**config.mk**
```make
export PLATFORM = sky130hd
export DESIGN_NAME = arp_cache_and_responder_unit
export DESIGN_NICKNAME = d
export VERILOG_FILES = /design/src/rtl/arpc_pkg.sv /design/src/rtl/arp_cache_and_responder_unit.sv /design/src/rtl/arpc_cell.sv
export SDC_FILE = /design/constraint.sdc
export NUM_CORES = 2
export LEC_CHECK = 0
export BUFFER_PORTS_ARGS = -buffer_cell sky130_fd_sc_hd__buf_4
export CORE_AREA = 2 2 447 449
export CTS_CLUSTER_DIAMETER = 100
export CTS_CLUSTER_SIZE = 8
export DETAILED_ROUTE_END_ITERATION = 12
export DIE_AREA = 0 0 449 451
export GPL_TIMING_DRIVEN = 0
export PLACE_DENSITY = 0.7
export SYNTH_ARGS = -nofsm -noshare
export SYNTH_HDL_FRONTEND = slang
export SYNTH_SLANG_ARGS = --single-unit
```
**constraint.sdc**
```tcl
create_clock -name clk -period 10.33 [get_ports clk]
set_input_delay 0.5165 -clock clk [delete_from_list [all_inputs] [get_ports clk]]
set_output_delay 0.5165 -clock clk [all_outputs]
set_load 0.01 [all_outputs]
```
**src/rtl/arpc_pkg.sv**
```systemverilog
// arpc_pkg: shared types and constants for the arp cache and responder
// holds transaction structs, chain token and write structs, codes and state enum
// no dependencies
`timescale 1ns / 1ps

package arpc_pkg;

    // default cache depth
    localparam int DEFAULT_CACHE_ENTRIES = 16;

    // header checks
    localparam logic [10:0] MIN_FRAME_BYTES = 11'd42;
    localparam logic [15:0] HTYPE_ETHERNET  = 16'h0001;
    localparam logic [15:0] PTYPE_IPV4      = 16'h0800;
    localparam logic [7:0]  HW_ADDR_LEN     = 8'd6;
    localparam logic [7:0]  PROTO_ADDR_LEN  = 8'd4;
    localparam logic [15:0] OPCODE_REQUEST  = 16'h0001;

    typedef enum logic
    {
        FUNC_PACKET = 1'b0,
        FUNC_LOOKUP = 1'b1
    } arpc_func_e;

    typedef enum logic
    {
        REG_LOCAL_IP  = 1'b0,
        REG_LOCAL_MAC = 1'b1
    } arpc_reg_e;

    typedef enum logic [1:0]
    {
        ST_IDLE,
        ST_SCAN,
        ST_FINISH
    } arpc_state_e;

    typedef struct packed
    {
        arpc_func_e  func;
        logic [10:0] frame_length;
        logic [15:0] hw_type;
        logic [15:0] proto_type;
        logic [7:0]  hw_len;
        logic [7:0]  proto_len;
        logic [15:0] opcode;
        logic [47:0] sender_mac;
        logic [31:0] sender_ip;
        logic [31:0] tgt_ip;
        logic [31:0] lookup_ip;
    } arpc_in_t;

    typedef struct packed
    {
        logic        accepted;
        logic        reply_valid;
        logic [47:0] reply_dest_mac;
        logic [31:0] reply_target_ip;
        logic        lookup_hit;
        logic [47:0] lookup_mac;
    } arpc_out_t;

    // search token passed from cell to cell
    typedef struct packed
    {
        logic        vld;
        logic [31:0] ip;
        logic        hit;
        logic [47:0] hit_mac;
        logic        free;
    } arpc_tok_t;

    // entry write broadcast to the row
    typedef struct packed
    {
        logic        en;
        logic [31:0] ip;
        logic [47:0] mac;
    } arpc_wr_t;

endpackage

```
**src/rtl/arp_cache_and_responder_unit.sv**
```systemverilog
// arp_cache_and_responder_unit: top level of the arp cache and responder
// depends on arpc_pkg and arpc_cell
`timescale 1ns / 1ps

// ipv4-to-mac cache built as a row of CACHE_ENTRIES cells, one entry per cell.
// each transaction (received arp packet or lookup query) is handled one at a
// time: a search token enters the first cell and moves one cell per clock,
// collecting the first valid entry holding the wanted ip and the first free
// entry. when it leaves the last cell the learned binding is written to the
// chosen cell and the result is built in a holding stage; no new transaction
// is accepted while the token is in the cell row. the result sits in an output
// register; a new transaction is taken once the previous result has left the
// internal holding stage. packets shorter than 42 bytes or with a header other
// than ethernet/ipv4 (6/4 byte addresses) are refused and change nothing. a
// full cache drops new bindings. reset empties the cache at once. local_ip is
// compared with the target ip of requests; local_mac is only the sender
// address of an outgoing reply, which is built outside this block, so it is
// not stored here. configuration is to be written only while the block is
// idle; the block itself does not enforce this.

module arp_cache_and_responder_unit #(
    parameter int CACHE_ENTRIES = arpc_pkg::DEFAULT_CACHE_ENTRIES
) (
    input  logic                clk,
    input  logic                rst_n,
    input  logic                in_valid,
    output logic                in_ready,
    input  arpc_pkg::arpc_in_t  in_data,
    output logic                out_valid,
    input  logic                out_ready,
    output arpc_pkg::arpc_out_t out_data,
    input  logic                cfg_we,
    input  arpc_pkg::arpc_reg_e cfg_index,
    input  logic [47:0]         cfg_data
);
    import arpc_pkg::*;

    localparam int IDX_W = (CACHE_ENTRIES > 1) ? $clog2(CACHE_ENTRIES) : 1;

    // state machine
    arpc_state_e state_reg;
    arpc_state_e state_next;

    // configuration
    logic [31:0] local_ip_reg;

    // held transaction and its header verdict
    arpc_in_t item_reg;
    logic     pass_reg;
    logic     reply_reg;
    logic     pass_now;
    logic     reply_now;
    logic     launch_reg;
    logic     take_in;

    // cell row
    arpc_tok_t        tok_c      [CACHE_ENTRIES+1];
    logic [IDX_W-1:0] hit_idx_c  [CACHE_ENTRIES+1];
    logic [IDX_W-1:0] free_idx_c [CACHE_ENTRIES+1];
    arpc_tok_t        tok_end;
    arpc_wr_t         wr;
    logic [IDX_W-1:0] wr_idx;
    logic             is_lookup;

    // result staging and output register
    arpc_out_t res_reg;
    arpc_out_t res_next;
    logic      out_valid_reg;
    arpc_out_t out_data_reg;
    logic      out_free;
    logic      load_out;

    assign take_in = in_valid && in_ready;

    // header checks on the incoming transaction
    always_comb
    begin
        pass_now = (in_data.func == FUNC_PACKET)
                && (in_data.frame_length >= MIN_FRAME_BYTES)
                && (in_data.hw_type == HTYPE_ETHERNET)
                && (in_data.proto_type == PTYPE_IPV4)
                && (in_data.hw_len == HW_ADDR_LEN)
                && (in_data.proto_len == PROTO_ADDR_LEN);
        reply_now = pass_now
                 && (in_data.opcode == OPCODE_REQUEST)
                 && (in_data.tgt_ip == local_ip_reg);
    end

    always_ff @(posedge clk or negedge rst_n)
    begin
        if (!rst_n)
        begin
            local_ip_reg <= '0;
        end
        else if (cfg_we && (cfg_index == REG_LOCAL_IP))
        begin
            local_ip_reg <= cfg_data[31:0];
        end
    end

    always_ff @(posedge clk)
    begin
        if (take_in)
        begin
            item_reg  <= in_data;
            pass_reg  <= pass_now;
            reply_reg <= reply_now;
        end
    end

    // launch pulse puts the search token into the first cell
    always_ff @(posedge clk or negedge rst_n)
    begin
        if (!rst_n)
        begin
            launch_reg <= 1'b0;
        end
        else
        begin
            launch_reg <= take_in;
        end
    end

    assign is_lookup = (item_reg.func == FUNC_LOOKUP);

    always_comb
    begin
        tok_c[0]         = '0;
        tok_c[0].vld     = launch_reg;
        tok_c[0].ip      = is_lookup ? item_reg.lookup_ip : item_reg.sender_ip;
        hit_idx_c[0]     = '0;
        free_idx_c[0]    = '0;
    end

    for (genvar i = 0; i < CACHE_ENTRIES; i++)
    begin : g_cell
        arpc_cell #(
            .IDX_W (IDX_W),
            .INDEX (i)
        ) u_cell (
            .clk          (clk),
            .rst_n        (rst_n),
            .tok_in       (tok_c[i]),
            .hit_idx_in   (hit_idx_c[i]),
            .free_idx_in  (free_idx_c[i]),
            .tok_out      (tok_c[i+1]),
            .hit_idx_out  (hit_idx_c[i+1]),
            .free_idx_out (free_idx_c[i+1]),
            .wr           (wr),
            .wr_idx       (wr_idx)
        );
    end

    assign tok_end = tok_c[CACHE_ENTRIES];

    // learn on token exit: existing binding first, else first free entry
    always_comb
    begin
        wr.en  = tok_end.vld && pass_reg && (tok_end.hit || tok_end.free);
        wr.ip  = item_reg.sender_ip;
        wr.mac = item_reg.sender_mac;
        wr_idx = tok_end.hit ? hit_idx_c[CACHE_ENTRIES] : free_idx_c[CACHE_ENTRIES];
    end

    // result of the transaction as the token leaves the row
    always_comb
    begin
        res_next                 = '0;
        res_next.accepted        = pass_reg;
        res_next.reply_valid     = reply_reg;
        if (reply_reg)
        begin
            res_next.reply_dest_mac  = item_reg.sender_mac;
            res_next.reply_target_ip = item_reg.sender_ip;
        end
        if (is_lookup && tok_end.hit)
        begin
            res_next.lookup_hit = 1'b1;
            res_next.lookup_mac = tok_end.hit_mac;
        end
    end

    always_ff @(posedge clk)
    begin
        if (tok_end.vld)
        begin
            res_reg <= res_next;
        end
    end

    assign out_free = !out_valid_reg || out_ready;

    // next state
    always_comb
    begin
        state_next = state_reg;
        unique case (state_reg)
            ST_IDLE:
            begin
                if (in_valid)
                begin
                    state_next = ST_SCAN;
                end
            end
            ST_SCAN:
            begin
                if (tok_end.vld)
                begin
                    state_next = ST_FINISH;
                end
            end
            ST_FINISH:
            begin
                if (out_free)
                begin
                    state_next = ST_IDLE;
                end
            end
            default:
            begin
                state_next = ST_IDLE;
            end
        endcase
    end

    // state outputs
    always_comb
    begin
        in_ready = 1'b0;
        load_out = 1'b0;
        unique case (state_reg)
            ST_IDLE:
            begin
                in_ready = 1'b1;
            end
            ST_SCAN:
            begin
                in_ready = 1'b0;
            end
            ST_FINISH:
            begin
                load_out = out_free;
            end
            default:
            begin
                in_ready = 1'b0;
            end
        endcase
    end

    always_ff @(posedge clk or negedge rst_n)
    begin
        if (!rst_n)
        begin
            state_reg     <= ST_IDLE;
            out_valid_reg <= 1'b0;
        end
        else
        begin
            state_reg <= state_next;
            if (load_out)
            begin
                out_valid_reg <= 1'b1;
            end
            else if (out_ready)
            begin
                out_valid_reg <= 1'b0;
            end
        end
    end

    always_ff @(posedge clk)
    begin
        if (load_out)
        begin
            out_data_reg <= res_reg;
        end
    end

    assign out_valid = out_valid_reg;
    assign out_data  = out_data_reg;

endmodule

```
**src/rtl/arpc_cell.sv**
```systemverilog
// arpc_cell: one cache entry plus one stage of the search chain
// depends on arpc_pkg
`timescale 1ns / 1ps

module arpc_cell #(
    parameter int IDX_W = 4,
    parameter int INDEX = 0
) (
    input  logic                clk,
    input  logic                rst_n,
    input  arpc_pkg::arpc_tok_t tok_in,
    input  logic [IDX_W-1:0]    hit_idx_in,
    input  logic [IDX_W-1:0]    free_idx_in,
    output arpc_pkg::arpc_tok_t tok_out,
    output logic [IDX_W-1:0]    hit_idx_out,
    output logic [IDX_W-1:0]    free_idx_out,
    input  arpc_pkg::arpc_wr_t  wr,
    input  logic [IDX_W-1:0]    wr_idx
);
    import arpc_pkg::*;

    localparam logic [IDX_W-1:0] MY_IDX = IDX_W'(INDEX);

    logic             valid_reg;
    logic [31:0]      ip_reg;
    logic [47:0]      mac_reg;
    arpc_tok_t        tok_reg;
    arpc_tok_t        tok_next;
    logic [IDX_W-1:0] hit_idx_reg;
    logic [IDX_W-1:0] hit_idx_next;
    logic [IDX_W-1:0] free_idx_reg;
    logic [IDX_W-1:0] free_idx_next;
    logic             match;
    logic             wr_here;

    assign match   = valid_reg && (ip_reg == tok_in.ip);
    assign wr_here = wr.en && (wr_idx == MY_IDX);

    // first match and first free slot win
    always_comb
    begin
        tok_next      = tok_in;
        hit_idx_next  = hit_idx_in;
        free_idx_next = free_idx_in;
        if (!tok_in.hit && match)
        begin
            tok_next.hit     = 1'b1;
            tok_next.hit_mac = mac_reg;
            hit_idx_next     = MY_IDX;
        end
        if (!tok_in.free && !valid_reg)
        begin
            tok_next.free = 1'b1;
            free_idx_next = MY_IDX;
        end
    end

    always_ff @(posedge clk or negedge rst_n)
    begin
        if (!rst_n)
        begin
            valid_reg <= 1'b0;
            tok_reg   <= '0;
        end
        else
        begin
            tok_reg <= tok_next;
            if (wr_here)
            begin
                valid_reg <= 1'b1;
            end
        end
    end

    always_ff @(posedge clk)
    begin
        hit_idx_reg  <= hit_idx_next;
        free_idx_reg <= free_idx_next;
        if (wr_here)
        begin
            ip_reg  <= wr.ip;
            mac_reg <= wr.mac;
        end
    end

    assign tok_out      = tok_reg;
    assign hit_idx_out  = hit_idx_reg;
    assign free_idx_out = free_idx_reg;

endmodule
```
## Word-level counts from Yosys, hierarchy flattened

Cells that the tools add are included.

- Magnitude comparators: 1
- Equality and inequality tests: 42
- Mux-type cells: 45
- Bitwise operators: 2
- Reduce and logical (&&, ||, !) cells: 126

Operators by type and width:

| kind | count |
|---|---|
| 49-bit 2-to-1 mux | 17 |
| 32-bit equality test | 17 |
| 1-bit logical AND | 74 |
| 1-bit logical NOT | 46 |
| 16-bit by 1-bit equality test with 1-bit output (second input constant) | 2 |
| 4-bit equality test (second input constant) | 8 |
| 32-bit 2-to-1 mux | 1 |
| 1-bit 2-to-1 mux | 22 |
| 16-bit by 12-bit equality test with 1-bit output (second input constant) | 1 |
| 4-bit by 3-bit equality test with 1-bit output (second input constant) | 4 |
| 8-bit by 3-bit equality test with 1-bit output (second input constant) | 2 |
| 11-bit by 6-bit >= comparator with 1-bit output (second input constant) | 1 |
| 4-bit by 2-bit equality test with 1-bit output (second input constant) | 2 |
| 2-bit 2-to-1 mux | 3 |
| 2-bit one-hot mux with 3 select lines | 1 |
| 4-bit by 1-bit equality test with 1-bit output (second input constant) | 1 |
| 4-bit logical NOT | 1 |
| 4-bit 2-to-1 mux | 1 |
| 2-bit inequality test (second input constant) | 2 |
| 3-bit AND reduction | 1 |
| 2-bit by 1-bit equality test with 1-bit output (second input constant) | 1 |
| 2-bit equality test (second input constant) | 1 |
| 2-bit logical NOT | 1 |
| 1-bit logical OR | 2 |
| other kinds (3) | 4 |

- Register bits after elaboration: 3103
- Input bits: 274
- Word-level logic and storage cells: 395

## Longest topological paths before layout

- Depth after elaboration: 8
- Mapped depth: 10
- Mapped depth without buffers: 6

## By module

From an unflattened synthesis, not the netlist that was laid out.

- Cells, all modules: 5411
- Area, all modules: 109665.2 µm²

Modules (own cells, without submodules):

| module | instances | cells an instance | area an instance (µm²) | sequential area each (µm²) |
|---|---|---|---|---|
| arpc_cell at g_cell[0].u_cell ... | 7 | 293 | 5947.0 | 4664.5 |
| arpc_cell at g_cell[11].u_cell ... | 4 | 293 | 5948.2 | 4664.5 |
| arpc_cell at g_cell[13].u_cell ... | 4 | 293 | 5944.5 | 4664.5 |
| arp_cache_and_responder_unit | 1 | 722 | 14518.9 | 12221.7 |
| arpc_cell at g_cell[15].u_cell | 1 | 294 | 5947.0 | 4664.5 |

## Least setup slack after synthesis

No wires, ideal clock.

- Path type: register to register
- From: register g_cell[15].u_cell.tok_reg (netlist bit g_cell[15].u_cell.tok_out[82])
- To: register g_cell[3].u_cell.ip_reg[0], enable pin
- Library setup time: 0.520 ns
- Arrival time: 7.021 ns
- Slack: 2.789 ns
- Stages on the path, launching flop included: 4
- Path buffers: 0
- Clock period less this slack: 7.541 ns
- Cell sequence: dfrtp_1 and3_1 nand2_1 nor2_1

- Word-level cells in the longest chain between the ends: 3

RTL lines:

| item | RTL line | RTL |
|---|---|---|
| from (decl) | arpc_cell.sv:27 | `arpc_tok_t tok_reg;` |
| from (signal assigned) | arpc_cell.sv:67 | `tok_reg <= tok_next;` |
| 1-bit logical AND (2 in series) | arp_cache_and_responder_unit.sv:159 | `wr.en = tok_end.vld && pass_reg && (tok_end.hit \|\| tok_end.free);` |
| 1-bit logical AND | arpc_cell.sv:37 | `assign wr_here = wr.en && (wr_idx == MY_IDX);` |
| via g_cell[3].u_cell.wr_here | arpc_cell.sv:34 | `logic wr_here;` |
| to (signal assigned) | arpc_cell.sv:81 | `ip_reg <= wr.ip;` |
| to (decl) | arpc_cell.sv:25 | `logic [31:0] ip_reg;` |

The timed path passes the listed nets, and every way through them passes these cells.
A chain may end at the register's enable or synchronous reset.

==> flow_summary.json <==
{
  "r2r_slack_ns": 5.92,
  "synth_area_mm2": 0.1043,
  "grt_pass1_vias": 54212,
  "synth_area_leader_cell": "edfxtp_1",
  "post_dp_cell_area_mm2": 0.1123,
  "rows": 164,
  "grt-ovfl-total": 0,
  "hold_path_class": "in2reg",
  "synth_top_area_frac": 0.4772,
  "critPathCaptureType": "flop",
  "grtUsageTotal": 0.2297,
  "maxSlewHeadroom": 0.04868,
  "ys_warn_count": 0,
  "synthFlopType": "edfxtp_1",
  "routabilityCongestion": 0.9309,
  "maxSlewViolCount": 0,
  "yosys-top-cells-count": "1657 x edfxtp_1, 1348 x dfrtp_1, 775 x mux2_2, 321 x xnor2_1, 109 x inv_1",
  "post_cts_resized": 0,
  "setup_tns_ns": 0,
  "cts_root_buf": "clkbuf_16",
  "yosysMostFrequentCell": "edfxtp_1",
  "skew_ns": 0.06752,
  "cellLeakagePower_nw": 50.78,
  "die_h_um": 451,
  "min_period_ns": 4.408,
  "worst-setup-path-type": "reg2reg",
  "port-buffer-count": 389,
  "fin_ws_ns": 5.922,
  "start_util": 0.5261,
  "grt_max_degree": 172,
  "cts_buffer_depth": 4,
  "cts.clk_slew.worst_paths_ns": 0.05,
  "avgViaCountPerCell": 5.282,
  "drt_pass1_iterations": 9,
  "nNetsFinal": 6698,
  "avgSynthCellArea_um2": 19.44,
  "io-pin-count": 407,
  "synth_cell_type_count": 60,
  "synth_nets": 5637,
  "holdWs_ns": 0.1145,
  "place_inst": 8486,
  "final_util": 0.6379,
  "status": "completed",
  "cts_tree": "built",
  "nFillCells": 13424,
  "area_growth_syn_to_layout_pct": 21.25,
  "drive_gt1_frac": 0.2758,
  "routedWlPerCell_um": 24.44,
  "path_max_fanout": 10,
  "antenna_left": 0,
  "grt_pass1_wl_mm": 343.8,
  "power_mw": 26.61,
  "antenna_found_initial": 27,
  "power_density_mw_per_mm2": 210.5,
  "postLayoutCellArea_mm2": 0.1264,
  "fin_cells": 9417,
  "ys_ff_latch": 3103,
  "fmax_ghz": 0.2269,
  "htreeDepth": 5,
  "rsz0062_at_grt": "false",
  "period_share": 0.4267,
  "numCtsBuffers": 438,
  "place_hpwl_mm": 148.9,
  "async_reset_ff_frac": 0.4344,
  "ir_drop_mv": 0.1819,
  "synth-edff-count": 1657,
  "setup_violations": 0,
  "insertion_delay_ns": 0.98,
  "worstPathArrival_ns": 5.20,
  "synthTopCellsByArea": "edfxtp_1 48%, dfrtp_1 32%, mux2_2 8.4%",
  "drv_cap": 0,
  "die_x_um": 449,
  "wirelength_mm": 230.2,
  "core_mm2": 0.1982,
  "place_ws_ns": 5.907,
  "netlist_instances": 5363,
  "worstPathRequired_ns": 11.12,
  "drc": 0,
  "dr.first_iter.drc_count": 3822,
  "seq_area_frac_synth": 0.8195,
  "report.final.hold_viol_count": 0,
  "via_count": 49740,
  "largest_register_ffs": 1296,
  "dieArea_mm2": 0.2025,
  "clock_sinks": 3103,
  "worst_pin_slew_ns": 1.427,
  "crit_path_start_kind": "flop"
}
## worst max-delay path, stage by stage, from the launching register on
cell,delay [ns]
dfrtp_1,0.39
xnor2_1,0.35
nand4_1,0.17
nor4_1,0.84
nand2b_1,0.18
nor4_1,1.02
buf_2,0.50
buf_2,0.36
mux2_2,0.43
## logic make-up (layout without fill, tap and decap cells)
group	count (synthesis)	after routing	share of synthesized area
flip-flops	3103	3103	0.8195
multiplexers	787	787	0.08513
AND/OR/NAND/NOR	702	702	0.04126
XOR/XNOR	423	423	0.03553
buffers and inverters	225	1617	0.009119
AO/OA/AOI/OAI	123	123	0.009467
other	0	6	0
## final cells by class
| type | instances | area [um2] | area share |
|---|---|---|---|
| diodes | 6 | 15.01 | 0.0001188 |
| plain buffers | 116 | 541.8 | 0.004285 |
| clock buffers | 764 | 12320 | 0.09746 |
| clock inverters | 7 | 122.6 | 0.0009698 |
| inverters | 109 | 409.1 | 0.003236 |
| multi-input cells | 2035 | 18060 | 0.1429 |
| flip-flops and latches | 3103 | 85460 | 0.6759 |
| well taps | 2656 | 3323 | 0.02628 |
| repair buffers | 621 | 6182 | 0.04890 |
## worst paths after layout
path	cells past startpoint	endpoint	from
max	8	g_cell[1].u_cell.tok_out[29]$_DFF_PN0_	g_cell[0].u_cell.tok_out[66]$_DFF_PN0_
min	5	reply_reg$_DFFE_PP_	in_data[184]
max reg2reg	8	g_cell[1].u_cell.tok_out[29]$_DFF_PN0_	g_cell[0].u_cell.tok_out[66]$_DFF_PN0_
min reg2reg	0	g_cell[12].u_cell.tok_out[82]$_DFF_PN0_	g_cell[11].u_cell.tok_out[82]$_DFF_PN0_
max in group asynchronous	5	g_cell[15].u_cell.tok_out[82]$_DFF_PN0_	rst_n
min in group asynchronous	2	g_cell[14].u_cell.tok_out[36]$_DFF_PN0_	rst_n
## cells in the final DEF, fill, tap and decap left out, types with 12 or more instances in the layout
cell | netlist | final
buf_6 | 5 | 12
nand2_1 | 27 | 27
nand4_1 | 84 | 84
buf_2 | 46 | 47
nor3_1 | 18 | 16
o22ai_1 | 13 | 13
and2_1 | 82 | 81
nor2_1 | 61 | 37
nand3_1 | 23 | 23
xor2_1 | 102 | 102
o221ai_1 | 18 | 18
buf_16 | 0 | 28
and4_1 | 48 | 48
o21ai_0 | 17 | 17
nand2b_1 | 82 | 82
nor4_1 | 59 | 59
or2_2 | 67 | 67
dfxtp_1 | 98 | 98
clkbuf_16 | 0 | 444
dlygate4sd3_1 | 0 | 148
xnor2_1 | 321 | 321
buf_4 | 3 | 392
o2111ai_1 | 14 | 14
and3_1 | 61 | 61
nor2b_1 | 66 | 65
buf_12 | 0 | 41
edfxtp_1 | 1657 | 1657
inv_1 | 109 | 109
nor2_4 | 0 | 16
dfrtp_1 | 1348 | 1347
clkbuf_1 | 59 | 378
mux2_2 | 775 | 775
## metal layers
layer | global-route usage | share of wire | vias to the layer above
met3 | 0.03693 | 0.052 | 421
met4 | 0.08996 | 0.034 | 0
met1 | 0.3011 | 0.41 | 25952
met5 | 0 | 0 | -
li1 | - | - | 21757
met2 | 0.3876 | 0.51 | 1610
## power breakdown
group	internal, mW	total (mW)	switching (mW)
combinational	0.229	0.480	0.252
clock	7.94	12.8	4.86
sequential	13.2	13.3	0.167
total	21.3	26.6	5.28
## timing repair
item,CTS,global route
hold endpoints to repair,274,0
setup buffers,0,0
hold buffers,148,0
Power figures use the tool's default switching activity.
